==> config.mk <==
export PLATFORM = sky130hd
export DESIGN_NAME = ip_address_literal_parser
export DESIGN_NICKNAME = d
export VERILOG_FILES = /design/src/sv/ialp_pkg.sv /design/src/sv/ialp_front.sv /design/src/sv/ialp_queue.sv /design/src/sv/ialp_back.sv /design/src/sv/ip_address_literal_parser.sv
export SDC_FILE = /design/constraint.sdc
export NUM_CORES = 2
export LEC_CHECK = 0
export BUFFER_PORTS_ARGS = -buffer_cell sky130_fd_sc_hd__buf_2
export CAP_MARGIN = 20
export CORE_UTILIZATION = 50
export DETAILED_ROUTE_END_ITERATION = 16
export PLACE_DENSITY = 0.7
export SLEW_MARGIN = 10
export SYNTH_ARGS = -nofsm -noshare
export SYNTH_HDL_FRONTEND = slang
export SYNTH_SLANG_ARGS = --single-unit
==> constraint.sdc <==
create_clock -name aclk -period 8.4 [get_ports aclk]
set_input_delay 0.84 -clock aclk [delete_from_list [all_inputs] [get_ports aclk]]
set_output_delay 0.84 -clock aclk [all_outputs]
set_load 0.05 [all_outputs]
==> src/sv/ialp_pkg.sv <==
// Package with types and constants for the address literal parser.
package ialp_pkg;

    typedef struct packed {
        logic [7:0]  character;
        logic [15:0] port;
    } in_item_t;

    typedef struct packed {
        logic        valid_res;
        logic        is_ipv6;
        logic [63:0] address_high;
        logic [63:0] address_low;
        logic [15:0] port_out;
    } out_item_t;

    typedef enum logic [2:0] {
        PH_START       = 3'd0,
        PH_START_COLON = 3'd1,
        PH_AFTER_COLON = 3'd2,
        PH_AFTER_GAP   = 3'd3,
        PH_IN_GROUP    = 3'd4,
        PH_TAIL        = 3'd5
    } six_phase_t;

    // Character class produced by the front part.
    typedef struct packed {
        logic       is_term;
        logic       is_dec;
        logic       is_hex;
        logic       is_colon;
        logic       is_dot;
        logic [3:0] digit;
        logic [15:0] port;
    } class_t;

    localparam int unsigned QueueDepth = 2;

    localparam logic [7:0] CharColon = 8'h3a;
    localparam logic [7:0] CharDot   = 8'h2e;
    localparam logic [7:0] CharZero  = 8'h30;
    localparam logic [7:0] CharNine  = 8'h39;
    localparam logic [7:0] CharLowA  = 8'h61;
    localparam logic [7:0] CharLowF  = 8'h66;
    localparam logic [7:0] CharUpA   = 8'h41;
    localparam logic [7:0] CharUpF   = 8'h46;
    localparam logic [4:0] FullBytes = 5'd16;
    localparam logic [4:0] TailLimit = 5'd12;
    localparam logic [4:0] PairLimit = 5'd14;
    localparam logic [9:0] OctetMax  = 10'd255;

endpackage

==> src/sv/ialp_front.sv <==
// Front part: accepts characters and classifies them.
module ialp_front (
    input  logic              aclk,
    input  logic              aresetn,
    input  logic              s_valid,
    output logic              s_ready,
    input  ialp_pkg::in_item_t s_data,
    output logic              c_valid,
    input  logic              c_ready,
    output ialp_pkg::class_t  c_data
);
    logic             valid_reg, valid_next;
    ialp_pkg::class_t data_reg, data_next;
    logic [7:0]       ch;

    assign s_ready = !valid_reg || c_ready;
    assign ch      = s_data.character;

    always_comb begin
        valid_next = valid_reg;
        data_next  = data_reg;
        if (s_ready) begin
            valid_next        = s_valid;
            data_next.is_term = (ch == 8'h00);
            data_next.is_dec  = (ch >= ialp_pkg::CharZero) && (ch <= ialp_pkg::CharNine);
            data_next.is_colon = (ch == ialp_pkg::CharColon);
            data_next.is_dot   = (ch == ialp_pkg::CharDot);
            data_next.port     = s_data.port;
            if (data_next.is_dec) begin
                data_next.is_hex = 1'b1;
                data_next.digit  = 4'(ch - ialp_pkg::CharZero);
            end else if ((ch >= ialp_pkg::CharLowA) && (ch <= ialp_pkg::CharLowF)) begin
                data_next.is_hex = 1'b1;
                data_next.digit  = 4'(ch - ialp_pkg::CharLowA + 8'd10);
            end else if ((ch >= ialp_pkg::CharUpA) && (ch <= ialp_pkg::CharUpF)) begin
                data_next.is_hex = 1'b1;
                data_next.digit  = 4'(ch - ialp_pkg::CharUpA + 8'd10);
            end else begin
                data_next.is_hex = 1'b0;
                data_next.digit  = 4'd0;
            end
        end
    end

    always_ff @(posedge aclk) begin
        if (!aresetn) begin
            valid_reg <= 1'b0;
        end else begin
            valid_reg <= valid_next;
        end
        data_reg <= data_next;
    end

    assign c_valid = valid_reg;
    assign c_data  = data_reg;
endmodule

==> src/sv/ialp_queue.sv <==
// Short queue between the front and back parts.
module ialp_queue (
    input  logic             aclk,
    input  logic             aresetn,
    input  logic             w_valid,
    output logic             w_ready,
    input  ialp_pkg::class_t w_data,
    output logic             r_valid,
    input  logic             r_ready,
    output ialp_pkg::class_t r_data
);
    localparam int unsigned AddrW = $clog2(ialp_pkg::QueueDepth);

    ialp_pkg::class_t mem_reg [ialp_pkg::QueueDepth];
    logic [AddrW-1:0] wr_reg, wr_next, rd_reg, rd_next;
    logic [AddrW:0]   cnt_reg, cnt_next;
    logic             push, pop;

    assign w_ready = (cnt_reg != AddrW'(0) + (AddrW+1)'(ialp_pkg::QueueDepth));
    assign r_valid = (cnt_reg != '0);
    assign r_data  = mem_reg[rd_reg];
    assign push    = w_valid && w_ready;
    assign pop     = r_valid && r_ready;

    always_comb begin
        wr_next  = wr_reg;
        rd_next  = rd_reg;
        cnt_next = cnt_reg;
        if (push) begin
            wr_next = (wr_reg == AddrW'(ialp_pkg::QueueDepth - 1)) ? '0 : wr_reg + 1'b1;
        end
        if (pop) begin
            rd_next = (rd_reg == AddrW'(ialp_pkg::QueueDepth - 1)) ? '0 : rd_reg + 1'b1;
        end
        if (push && !pop) begin
            cnt_next = cnt_reg + 1'b1;
        end else if (pop && !push) begin
            cnt_next = cnt_reg - 1'b1;
        end
    end

    always_ff @(posedge aclk) begin
        if (!aresetn) begin
            wr_reg  <= '0;
            rd_reg  <= '0;
            cnt_reg <= '0;
        end else begin
            wr_reg  <= wr_next;
            rd_reg  <= rd_next;
            cnt_reg <= cnt_next;
        end
        if (push) begin
            mem_reg[wr_reg] <= w_data;
        end
    end

`ifndef SYNTH
    a_no_overflow: assert property (@(posedge aclk) disable iff (!aresetn)
        cnt_reg <= (AddrW+1)'(ialp_pkg::QueueDepth))
        else $error("queue count beyond depth");
    a_count_step: assert property (@(posedge aclk) disable iff (!aresetn)
        (push && !pop) |=> (cnt_reg == $past(cnt_reg) + 1'b1))
        else $error("queue count did not rise on push");
    a_empty_no_pop: assert property (@(posedge aclk) disable iff (!aresetn)
        (cnt_reg == '0) |-> !pop)
        else $error("pop from empty queue");
`endif
endmodule

==> src/sv/ialp_back.sv <==
// Back part: runs both parsers per character and builds the result at the terminator.
module ialp_back (
    input  logic               aclk,
    input  logic               aresetn,
    input  logic               c_valid,
    output logic               c_ready,
    input  ialp_pkg::class_t   c_data,
    output logic               m_valid,
    input  logic               m_ready,
    output ialp_pkg::out_item_t m_data
);
    logic [7:0] q_oct_reg [4];
    logic [7:0] q_oct_next [4];
    logic [1:0] q_idx_reg, q_idx_next;
    logic [8:0] q_val_reg, q_val_next;
    logic [1:0] q_dig_reg, q_dig_next;
    logic       q_fail_reg, q_fail_next;

    logic [7:0]  s_bytes_reg [16];
    logic [7:0]  s_bytes_next [16];
    logic [4:0]  s_fill_reg, s_fill_next;
    logic [4:0]  gap_pos_reg, gap_pos_next;
    logic        gap_seen_reg, gap_seen_next;
    logic [15:0] g_hex_reg, g_hex_next;
    logic [9:0]  g_dec_reg, g_dec_next;
    logic [2:0]  g_dig_reg, g_dig_next;
    logic        g_deco_reg, g_deco_next;
    logic [1:0]  g_tail_reg, g_tail_next;
    ialp_pkg::six_phase_t ph_reg, ph_next;
    logic        s_fail_reg, s_fail_next;

    logic                 out_valid_reg, out_valid_next;
    ialp_pkg::out_item_t  out_reg, out_next;

    logic       take;
    logic [9:0] qv_ext, tv_ext;
    logic [4:0] fill_f, tail_n, lead_n;
    logic       six_ok, quad_ok;
    logic [7:0] bytes_f [16];
    logic [7:0] res [16];
    logic [4:0] idx, src;
    logic [3:0] d;

    assign c_ready = !out_valid_reg || m_ready;
    assign take    = c_valid && c_ready;
    assign d       = c_data.digit;
    assign qv_ext  = {1'b0, q_val_reg} * 10'd10 + 10'(d);
    assign tv_ext  = g_dec_reg * 10'd10 + 10'(d);

    // Per-character parser update.
    always_comb begin
        q_oct_next   = q_oct_reg;
        q_idx_next   = q_idx_reg;
        q_val_next   = q_val_reg;
        q_dig_next   = q_dig_reg;
        q_fail_next  = q_fail_reg;
        s_bytes_next = s_bytes_reg;
        s_fill_next  = s_fill_reg;
        gap_pos_next = gap_pos_reg;
        gap_seen_next = gap_seen_reg;
        g_hex_next   = g_hex_reg;
        g_dec_next   = g_dec_reg;
        g_dig_next   = g_dig_reg;
        g_deco_next  = g_deco_reg;
        g_tail_next  = g_tail_reg;
        ph_next      = ph_reg;
        s_fail_next  = s_fail_reg;

        if (!q_fail_reg) begin
            if (c_data.is_dec) begin
                if ((q_dig_reg == 2'd3) || (qv_ext > ialp_pkg::OctetMax)) begin
                    q_fail_next = 1'b1;
                end else begin
                    q_val_next = qv_ext[8:0];
                    q_dig_next = q_dig_reg + 1'b1;
                end
            end else if (c_data.is_dot) begin
                if ((q_dig_reg == 2'd0) || (q_idx_reg == 2'd3)) begin
                    q_fail_next = 1'b1;
                end else begin
                    q_oct_next[q_idx_reg] = q_val_reg[7:0];
                    q_idx_next = q_idx_reg + 1'b1;
                    q_val_next = '0;
                    q_dig_next = '0;
                end
            end else begin
                q_fail_next = 1'b1;
            end
        end

        if (!s_fail_reg) begin
            case (ph_reg)
                ialp_pkg::PH_START, ialp_pkg::PH_AFTER_COLON,
                ialp_pkg::PH_AFTER_GAP, ialp_pkg::PH_START_COLON: begin
                    if (c_data.is_colon && (ph_reg == ialp_pkg::PH_START)) begin
                        ph_next = ialp_pkg::PH_START_COLON;
                    end else if (ph_reg == ialp_pkg::PH_START_COLON) begin
                        if (c_data.is_colon) begin
                            gap_seen_next = 1'b1;
                            gap_pos_next  = '0;
                            ph_next       = ialp_pkg::PH_AFTER_GAP;
                        end else begin
                            s_fail_next = 1'b1;
                        end
                    end else if (c_data.is_colon && (ph_reg == ialp_pkg::PH_AFTER_COLON)) begin
                        if (gap_seen_reg) begin
                            s_fail_next = 1'b1;
                        end else begin
                            gap_seen_next = 1'b1;
                            gap_pos_next  = s_fill_reg;
                            ph_next       = ialp_pkg::PH_AFTER_GAP;
                        end
                    end else if (c_data.is_hex) begin
                        g_hex_next  = {12'd0, d};
                        g_deco_next = c_data.is_dec;
                        g_dec_next  = c_data.is_dec ? 10'(d) : 10'd0;
                        g_dig_next  = 3'd1;
                        ph_next     = ialp_pkg::PH_IN_GROUP;
                    end else begin
                        s_fail_next = 1'b1;
                    end
                end
                ialp_pkg::PH_IN_GROUP: begin
                    if (c_data.is_hex) begin
                        if (g_dig_reg >= 3'd4) begin
                            s_fail_next = 1'b1;
                        end else begin
                            g_hex_next = {g_hex_reg[11:0], d};
                            if (!c_data.is_dec) begin
                                g_deco_next = 1'b0;
                            end else if (g_dig_reg < 3'd3) begin
                                g_dec_next = tv_ext;
                            end
                            g_dig_next = g_dig_reg + 1'b1;
                        end
                    end else if (c_data.is_colon) begin
                        if (s_fill_reg > ialp_pkg::PairLimit) begin
                            s_fail_next = 1'b1;
                        end else begin
                            s_bytes_next[s_fill_reg[3:0]]        = g_hex_reg[15:8];
                            s_bytes_next[4'(s_fill_reg + 5'd1)] = g_hex_reg[7:0];
                            s_fill_next = s_fill_reg + 5'd2;
                            ph_next     = ialp_pkg::PH_AFTER_COLON;
                        end
                    end else if (c_data.is_dot) begin
                        if ((s_fill_reg > ialp_pkg::TailLimit) || !g_deco_reg ||
                            (g_dig_reg > 3'd3) || (g_dec_reg > ialp_pkg::OctetMax)) begin
                            s_fail_next = 1'b1;
                        end else begin
                            s_bytes_next[s_fill_reg[3:0]] = g_dec_reg[7:0];
                            g_tail_next = 2'd1;
                            g_dec_next  = '0;
                            g_dig_next  = '0;
                            ph_next     = ialp_pkg::PH_TAIL;
                        end
                    end else begin
                        s_fail_next = 1'b1;
                    end
                end
                ialp_pkg::PH_TAIL: begin
                    if (c_data.is_dec) begin
                        if ((g_dig_reg >= 3'd3) || (tv_ext > ialp_pkg::OctetMax)) begin
                            s_fail_next = 1'b1;
                        end else begin
                            g_dec_next = tv_ext;
                            g_dig_next = g_dig_reg + 1'b1;
                        end
                    end else if (c_data.is_dot) begin
                        if ((g_dig_reg == 3'd0) || (g_tail_reg == 2'd3)) begin
                            s_fail_next = 1'b1;
                        end else begin
                            s_bytes_next[4'(s_fill_reg + 5'(g_tail_reg))] = g_dec_reg[7:0];
                            g_tail_next = g_tail_reg + 1'b1;
                            g_dec_next  = '0;
                            g_dig_next  = '0;
                        end
                    end else begin
                        s_fail_next = 1'b1;
                    end
                end
                default: begin
                    s_fail_next = 1'b1;
                end
            endcase
        end
    end

    // Terminator evaluation: close the pending group, then expand the gap.
    always_comb begin
        bytes_f = s_bytes_reg;
        fill_f  = s_fill_reg;
        six_ok  = !s_fail_reg;
        case (ph_reg)
            ialp_pkg::PH_AFTER_GAP: begin
                six_ok = six_ok;
            end
            ialp_pkg::PH_IN_GROUP: begin
                if (s_fill_reg > ialp_pkg::PairLimit) begin
                    six_ok = 1'b0;
                end else begin
                    bytes_f[s_fill_reg[3:0]]        = g_hex_reg[15:8];
                    bytes_f[4'(s_fill_reg + 5'd1)] = g_hex_reg[7:0];
                    fill_f = s_fill_reg + 5'd2;
                end
            end
            ialp_pkg::PH_TAIL: begin
                if ((g_tail_reg != 2'd3) || (g_dig_reg == 3'd0)) begin
                    six_ok = 1'b0;
                end else begin
                    bytes_f[4'(s_fill_reg + 5'd3)] = g_dec_reg[7:0];
                    fill_f = s_fill_reg + 5'd4;
                end
            end
            default: begin
                six_ok = 1'b0;
            end
        endcase
        if (gap_seen_reg) begin
            if ((fill_f >= ialp_pkg::FullBytes) || (gap_pos_reg > fill_f)) begin
                six_ok = 1'b0;
            end
        end else if (fill_f != ialp_pkg::FullBytes) begin
            six_ok = 1'b0;
        end
        tail_n = fill_f - gap_pos_reg;
        lead_n = ialp_pkg::FullBytes - tail_n;
        for (int i = 0; i < 16; i++) begin
            idx = 5'(i);
            src = gap_pos_reg + idx - lead_n;
            if (!gap_seen_reg || (idx < gap_pos_reg)) begin
                res[i] = bytes_f[i];
            end else if (idx < lead_n) begin
                res[i] = 8'd0;
            end else begin
                res[i] = bytes_f[src[3:0]];
            end
        end
        quad_ok = !q_fail_reg && (q_idx_reg == 2'd3) && (q_dig_reg != 2'd0);
    end

    always_comb begin
        out_valid_next = out_valid_reg;
        out_next       = out_reg;
        if (m_valid && m_ready) begin
            out_valid_next = 1'b0;
        end
        if (take && c_data.is_term) begin
            out_valid_next = 1'b1;
            out_next       = '0;
            if (quad_ok) begin
                out_next.valid_res   = 1'b1;
                out_next.address_low = {32'd0, q_oct_reg[0], q_oct_reg[1], q_oct_reg[2],
                                        q_val_reg[7:0]};
                out_next.port_out    = c_data.port;
            end else if (six_ok) begin
                out_next.valid_res    = 1'b1;
                out_next.is_ipv6      = 1'b1;
                out_next.address_high = {res[0], res[1], res[2], res[3],
                                         res[4], res[5], res[6], res[7]};
                out_next.address_low  = {res[8], res[9], res[10], res[11],
                                         res[12], res[13], res[14], res[15]};
                out_next.port_out     = c_data.port;
            end
        end
    end

    always_ff @(posedge aclk) begin
        if (!aresetn || (take && c_data.is_term)) begin
            for (int i = 0; i < 4; i++) q_oct_reg[i] <= '0;
            for (int i = 0; i < 16; i++) s_bytes_reg[i] <= '0;
            q_idx_reg    <= '0;
            q_val_reg    <= '0;
            q_dig_reg    <= '0;
            q_fail_reg   <= 1'b0;
            s_fill_reg   <= '0;
            gap_pos_reg  <= '0;
            gap_seen_reg <= 1'b0;
            g_hex_reg    <= '0;
            g_dec_reg    <= '0;
            g_dig_reg    <= '0;
            g_deco_reg   <= 1'b0;
            g_tail_reg   <= '0;
            ph_reg       <= ialp_pkg::PH_START;
            s_fail_reg   <= 1'b0;
        end else if (take) begin
            q_oct_reg    <= q_oct_next;
            s_bytes_reg  <= s_bytes_next;
            q_idx_reg    <= q_idx_next;
            q_val_reg    <= q_val_next;
            q_dig_reg    <= q_dig_next;
            q_fail_reg   <= q_fail_next;
            s_fill_reg   <= s_fill_next;
            gap_pos_reg  <= gap_pos_next;
            gap_seen_reg <= gap_seen_next;
            g_hex_reg    <= g_hex_next;
            g_dec_reg    <= g_dec_next;
            g_dig_reg    <= g_dig_next;
            g_deco_reg   <= g_deco_next;
            g_tail_reg   <= g_tail_next;
            ph_reg       <= ph_next;
            s_fail_reg   <= s_fail_next;
        end
        if (!aresetn) begin
            out_valid_reg <= 1'b0;
        end else begin
            out_valid_reg <= out_valid_next;
        end
        out_reg <= out_next;
    end

    assign m_valid = out_valid_reg;
    assign m_data  = out_reg;

`ifndef SYNTH
    a_result_hold: assert property (@(posedge aclk) disable iff (!aresetn)
        (m_valid && !m_ready) |=> (m_valid && $stable(m_data)))
        else $error("pending result changed");
    a_term_clears: assert property (@(posedge aclk) disable iff (!aresetn)
        (take && c_data.is_term) |=> (ph_reg == ialp_pkg::PH_START && !s_fail_reg))
        else $error("parser not cleared after terminator");
    a_invalid_zero: assert property (@(posedge aclk) disable iff (!aresetn)
        (m_valid && !m_data.valid_res) |-> (m_data.port_out == '0 && !m_data.is_ipv6))
        else $error("invalid result carries data");
`endif
endmodule

==> src/sv/ip_address_literal_parser.sv <==
// Top level of the streaming IPv4 / IPv6 address literal parser.
// Throughput: one character transfer per cycle, sustained, while results are taken.
// A terminator's result passes the classifier register, a queue slot and
// the result register before it is offered on m_data.
// Reset: aresetn is synchronous and active low; it empties the queue, drops
// any pending result and returns both parsers to the start of a literal.
module ip_address_literal_parser (
    input  logic                aclk,
    input  logic                aresetn,
    input  logic                s_valid,
    output logic                s_ready,
    input  ialp_pkg::in_item_t  s_data,
    output logic                m_valid,
    input  logic                m_ready,
    output ialp_pkg::out_item_t m_data
);
    // The front classifies each byte; the queue decouples it from the parsers.
    logic             f_valid, f_ready, b_valid, b_ready;
    ialp_pkg::class_t f_data, b_data;

    ialp_front u_front (
        .aclk(aclk), .aresetn(aresetn),
        .s_valid(s_valid), .s_ready(s_ready), .s_data(s_data),
        .c_valid(f_valid), .c_ready(f_ready), .c_data(f_data)
    );

    ialp_queue u_queue (
        .aclk(aclk), .aresetn(aresetn),
        .w_valid(f_valid), .w_ready(f_ready), .w_data(f_data),
        .r_valid(b_valid), .r_ready(b_ready), .r_data(b_data)
    );

    // The back part runs both parsers and holds one result for transfer.
    ialp_back u_back (
        .aclk(aclk), .aresetn(aresetn),
        .c_valid(b_valid), .c_ready(b_ready), .c_data(b_data),
        .m_valid(m_valid), .m_ready(m_ready), .m_data(m_data)
    );
endmodule
Yosys cells after proc, flatten, opt, wreduce, memory -nomap -nowiden
Memories as Yosys holds them, arrays and structs flattened. A register that Yosys moved wholly into a read port is not among the register bits.
Index checks and enable logic that the tools add are counted.
{"block": "word_totals", "ff_bits": 398, "ramBits": 50, "input_bits": 28, "out_inout_bits": 148, "word_cells": 576, "memories": 1}
{"block": "classes", "addsub": 53, "n_mul": 2, "magnitude_cmp": 75, "eq_ne": 46, "mux": 236, "bitwise": 28, "reduce_logical": 83}
{"name": "u_queue.mem_reg", "words": 2, "word_bits": 25, "read_ports": 1, "rd_clocked_by_memory_dff": 1, "write_ports": 1, "line": "ialp_queue.sv:14", "rtl": "ialp_pkg::class_t mem_reg [ialp_pkg::QueueDepth];"}
{"op": "$mux 128", "n": 9}
{"op": "$bwmux 128", "n": 5}
{"op": "$mux 8", "n": 69}
{"op": "$bmux 8 s4", "n": 16}
{"op": "$pmux 128 s2", "n": 2}
{"op": "$mux 10", "n": 15}
{"op": "$mux 146", "n": 1}
{"op": "$demux 8 s4", "n": 4}
{"op": "$ge 5x5->1 const B", "n": 21}
{"op": "$not 4->5", "n": 20}
{"op": "$mux 16", "n": 6}
{"op": "$lt 4x5->1 const A", "n": 16}
{"op": "$mux 3", "n": 24}
{"op": "$sub 4x4->4", "n": 16}
{"op": "$mux 48", "n": 1}
{"op": "$mux 1", "n": 46}
{"op": "$add 4x4->4 const B", "n": 10}
{"op": "$lt 3x5->1 const A", "n": 8}
{"op": "$mux 9", "n": 4}
{"op": "$ne 2x2->1 const B", "n": 18}
{"op": "$bwmux 32", "n": 1}
{"op": "$pmux 16 s2", "n": 1}
{"op": "$gt 10x8->1 const B", "n": 3}
{"op": "$mux 5", "n": 6}
{"op": "70 further kinds", "n": 201}

Depth between registers and ports, before layout
{"block": "depth", "depth_word": 16, "depth_mapped": 18, "ltp_nobuf": 16}

Modules after synthesis
A second synthesis with hierarchy kept.
{"block": "unflattened", "hier_cells": 3112, "area_unflattened_um2": 28851.4}
{"module": "ialp_back", "n_inst": 1, "cells_each": 2948, "area_each_um2": 25784.7, "seq_area_each_um2": 8628.3}
{"module": "ialp_queue", "n_inst": 1, "cells_each": 102, "area_each_um2": 2040.7, "seq_area_each_um2": 1601.5}
{"module": "ialp_front", "n_inst": 1, "cells_each": 62, "area_each_um2": 1026.0, "seq_area_each_um2": 770.7}

Worst setup path before layout
No wires, ideal clock.
{"block": "synth_timing", "kind": "in2reg", "start": "in m_ready", "end": "reg u_back.q_dig_reg[0]", "setup_time_ns": 0.126, "arrival_ns": 8.277, "t_required_ns": 8.274, "path_slack_ns": -0.003, "path_stages": 9, "n_path_buf": 3, "cell_sequence": "nor2b_1 or2_2 clkbuf_1 nor2_1 nor2b_1 clkbuf_1 clkbuf_1 nand3_1 mux2i_1"}
{"block": "synth_via", "elab_chain_cells": 4, "word_cells_on_any_way": 5, "cone_classes": "5 x reduce/logical"}
{"element": "start: declaration", "line": "ip_address_literal_parser.sv:14", "rtl": "input logic m_ready,"}
{"element": "$logic_or 1x1->1 (*)", "line": "ialp_back.sv:44", "rtl": "assign c_ready = !out_valid_reg || m_ready;"}
{"element": "$logic_and 1x1->1 (*)", "line": "ialp_back.sv:45", "rtl": "assign take = c_valid && c_ready;"}
{"element": "branches (longest 2 deep; another with $reduce_and 5->1)"}
{"element": "end signal: assignment", "line": "ialp_back.sv:290", "rtl": "q_dig_reg <= q_dig_next;"}
{"element": "end: declaration", "line": "ialp_back.sv:16", "rtl": "logic [1:0] q_dig_reg, q_dig_next;"}
Every way passes the cells marked *.
A chain may end at the register's enable or synchronous reset.

Worst setup path after layout
{"block": "layout_timing", "start": "reg u_back.ph_reg[1]", "end": "reg u_back.out_reg (netlist bit u_back.m_data[118]) (data pin)"}
{"block": "layout_via", "elab_chain_cells": 11, "word_cells_on_any_way": 25, "cone_classes": "3 x add/sub; 3 x order compare; 4 x eq/ne; 11 x mux; 2 x bitwise; 2 x reduce/logical"}
{"element": "start: declaration", "line": "ialp_back.sv:29", "rtl": "ialp_pkg::six_phase_t ph_reg, ph_next;"}
{"element": "start signal: assignment", "line": "ialp_back.sv:283", "rtl": "ph_reg <= ialp_pkg::PH_START;"}
{"element": "start signal: assignment", "line": "ialp_back.sv:300", "rtl": "ph_reg <= ph_next;"}
{"element": "$eq 3x3->1", "line": "ialp_back.sv:193", "rtl": "case (ph_reg)"}
{"element": "$pmux 5 s2", "line": "ialp_back.sv:193"}
{"element": "$sub 5x5->5", "line": "ialp_back.sv:225", "rtl": "tail_n = fill_f - gap_pos_reg;"}
{"element": "$sub 5x5->5", "line": "ialp_back.sv:226", "rtl": "lead_n = ialp_pkg::FullBytes - tail_n;"}
{"element": "$sub 4x4->4", "line": "ialp_back.sv:229", "rtl": "src = gap_pos_reg + idx - lead_n;"}
{"element": "$not 4->5 (not written as such)", "line": "ialp_back.sv:235", "rtl": "res[i] = bytes_f[src[3:0]];"}
{"element": "$bmux 8 s4", "line": "ialp_back.sv:235"}
{"element": "$mux 8 (not written as such) (2 in a row)", "line": "ialp_back.sv:235"}
{"element": "$mux 8", "line": "ialp_back.sv:232", "rtl": "end else if (idx < lead_n) begin"}
{"element": "$mux 8", "line": "ialp_back.sv:230", "rtl": "if (!gap_seen_reg || (idx < gap_pos_reg)) begin"}
{"element": "end signal: assignment", "line": "ialp_back.sv:308", "rtl": "out_reg <= out_next;"}
{"element": "end: declaration", "line": "ialp_back.sv:33", "rtl": "ialp_pkg::out_item_t out_reg, out_next;"}
Parallel ways exist; a longest one is shown, timed or not. The select of a mux whose other input is x is not followed.

==> out/metrics.cfg <==
[synthesis]
synthTopCellsByCount = 366 x nand2_1, 296 x mux2i_1, 279 x nor2_1, 273 x a21oi_1, 221 x edfxtp_1
ys_types = 85
yosysMostFrequentCell = nand2_1
avgSynthCellArea_um2 = 9.336
synth-edff-count = 221
synthArstFlopShare_pct = 0
synth.area.top_cells = edfxtp_1 23%, dfxtp_1 15%, mux2i_1 10%
synth-warning-count = 0
ys.flop_type = edfxtp_1
synthesis.nets = 3195
synth_seq_area_share_pct = 38.21
synth_seq_cells = 439
syn_area_um2 = 28790
synth_cells = 3084
synth.largest_area_cell = edfxtp_1
synth_top_area_share_pct = 23.05

[cts]
clock_latency_ns = 0.62
cts_buffer_depth = 3
cts_made_buffers = 51
cts.reportedPaths.clkPinSlew_ns = 0.06
post_cts_resize_count = 0
htreeDepth = 2
cts_root_buffer = clkbuf_16
clkSinkCount = 439
cts_tree = built
post_cts_buffers = 0
ctsHoldBuffers = 0

[sta]
min_period_ns = 6.235
worst_pin_slew_ns = 1.200
rsz0062_at_grt = false
slew_headroom_pct = 20.01
fin_ws_ns = 2.165
skew_ns = 0.01535
tns_ns = 0
period_share_pct = 74.22
hold_violations = 0
setup_viol = 0
fmax_mhz = 160.4
slew_violations = 0

[grt]
antenna_found_initial = 1
grt_max_degree = 105
grt_pass1_vias = 24750
grt_pass1_wl_um = 159400
grt_overflow = 0
grtUsageTotal_pct = 35.78

[power]
power_frac_comb_pct = 41.6
ir_drop_v = 0.0002155
p_int_mw = 5.091
total_power_mw = 8.725
powerDensity_nw_per_um2 = 273.5
power_switching_mw = 3.634
p_clk_share_pct = 26.6
p_leak_nw = 11.19
p_seq_share_pct = 31.7
swShare_pct = 41.65

[detailed_routing]
drt_iter0_drc = 3712
routed_via_density = 6.790
wl_um = 108900
drc = 0
vias = 26580
first_pass_iters = 6
routedWlPerCell_um = 27.80
ant_nets = 0

[finish]
n_fill_cell = 4978
fin_cells = 3915
largest_reg_flops = 146
drive_gt1_share_pct = 15.01
nets = 3227
area.growth.synth_to_final_pct = 10.80

[placed_design]
io_buffer_count = 175
routabilityCongestion = 0.9717
dp_slack_ns = 2.586
hpwlAfterDp_um = 77610
dp_cells = 3808

[min_path]
hold_start = s_data[6]
min_path_type = in2reg
hold_depth = 1

[worst_setup_path]
crit-reg2reg-launch = u_back.ph_reg[1]
critPathLaunchType = register
worstSetupPathType = reg2reg
crit_path_start = u_back.ph_reg[1]
ff2ff_path_depth = 11
critPathRequiredTime_ns = 8.84
cp-end-kind = register
worstPathArrival_ns = 6.68
worst-path-max-fanout = 24

[floorplanning]
rows = 87
die_area_um2 = 58550
start_util_pct = 50.86
core_area_um2 = 56600
die_w_um = 242.0
ios = 176
die_h_um = 242.0

[status]
status = complete, no violations

[run]
drv_cap = 0

-- layer usage --
metal	GRT usage, %	part of all wire [%]	up-vias
li1	-	-	11710
met1	49.80	41	13010
met2	56.02	45	1610
met3	6.325	10	248
met4	12.34	3.6	2
met5	0	0.015	-
-- worst paths after layout --
kind,slack (ns),end
setup / recovery,2.17,u_back.m_data[118]
hold / removal,0.40,u_front.c_data[6]
setup reg to reg,2.17,u_back.m_data[118]
hold reg to reg,0.44,u_back.q_val_reg[8]
-- cell families after synthesis --
kind of cell / count (synthesis) / synth area share (%)
xor gates and xnor gates: 54 / 2.103
and+or+nand+nor: 967 / 15.34
AOI/OAI and AO/OA: 868 / 21.11
adders and majority gates: 83 / 3.920
muxes: 373 / 15.18
buffers and inverters: 300 / 4.137
DFF: 439 / 38.21
-- layout by cell type (no fill, tap or decap), types with 64 or more instances in the layout --
cell / netlist / layout
nand2_1: 366 / 365
a21oi_1: 273 / 273
dfxtp_1: 218 / 218
ha_1: 71 / 71
nor2_1: 279 / 277
mux2i_1: 296 / 296
edfxtp_1: 221 / 221
a221o_1: 64 / 64
a211oi_1: 82 / 82
buf_2: 48 / 175
o22ai_1: 89 / 89
nand3_1: 84 / 84
-- final cells by class --
type	instances	area [µm²]	share of cell area (%)
clock buffer	67	1385	4.342
tap	756	945.9	2.965
antenna	1	2.502	0.007844
multi-input combinational	2345	16690	52.33
sequential	439	11000	34.48
inverter	44	166.4	0.5217
timing repair buffer	235	1369	4.291
clock inverter	28	339.1	1.063
-- power groups by stage --
| stage | combinational [mW] | clock (mW) | sequential [mW] |
|---|---|---|---|
| finish | 3.63 | 2.32 | 2.77 |
| global route | 3.81 | 2.42 | 2.79 |
| CTS | 3.56 | 2.34 | 2.77 |
| detailed placement | 3.55 | 0 | 2.81 |
| global placement | 3.52 | 0 | 2.80 |
| floorplan | 2.18 | 0 | 3.29 |
-- per-stage QoR --
step | util [%] | area (µm²) | hold slack (ns)
after floorplan | - | 28790 | 0.4214
after global placement | 53.09 | 30050 | 0.4229
after detailed placement | 53.09 | 30050 | 0.4306
after CTS | 56.13 | 31770 | 0.3688
after global routing | 56.35 | 31900 | 0.3754
final | 56.36 | 31900 | 0.3967
-- worst max-delay path, stage by stage (launching register included) --
cell and delay [ns]:
dfxtp_1 0.89, and3b_1 0.37, and3_1 0.23, a221oi_1 0.66, ha_1 0.40, ha_1 0.40
a21oi_1 0.10, xnor2_1 0.85, nand3_1 0.53, nor4_2 1.05, a22oi_1 0.29, a21oi_1 0.29
(Power assumes the default switching activity.)
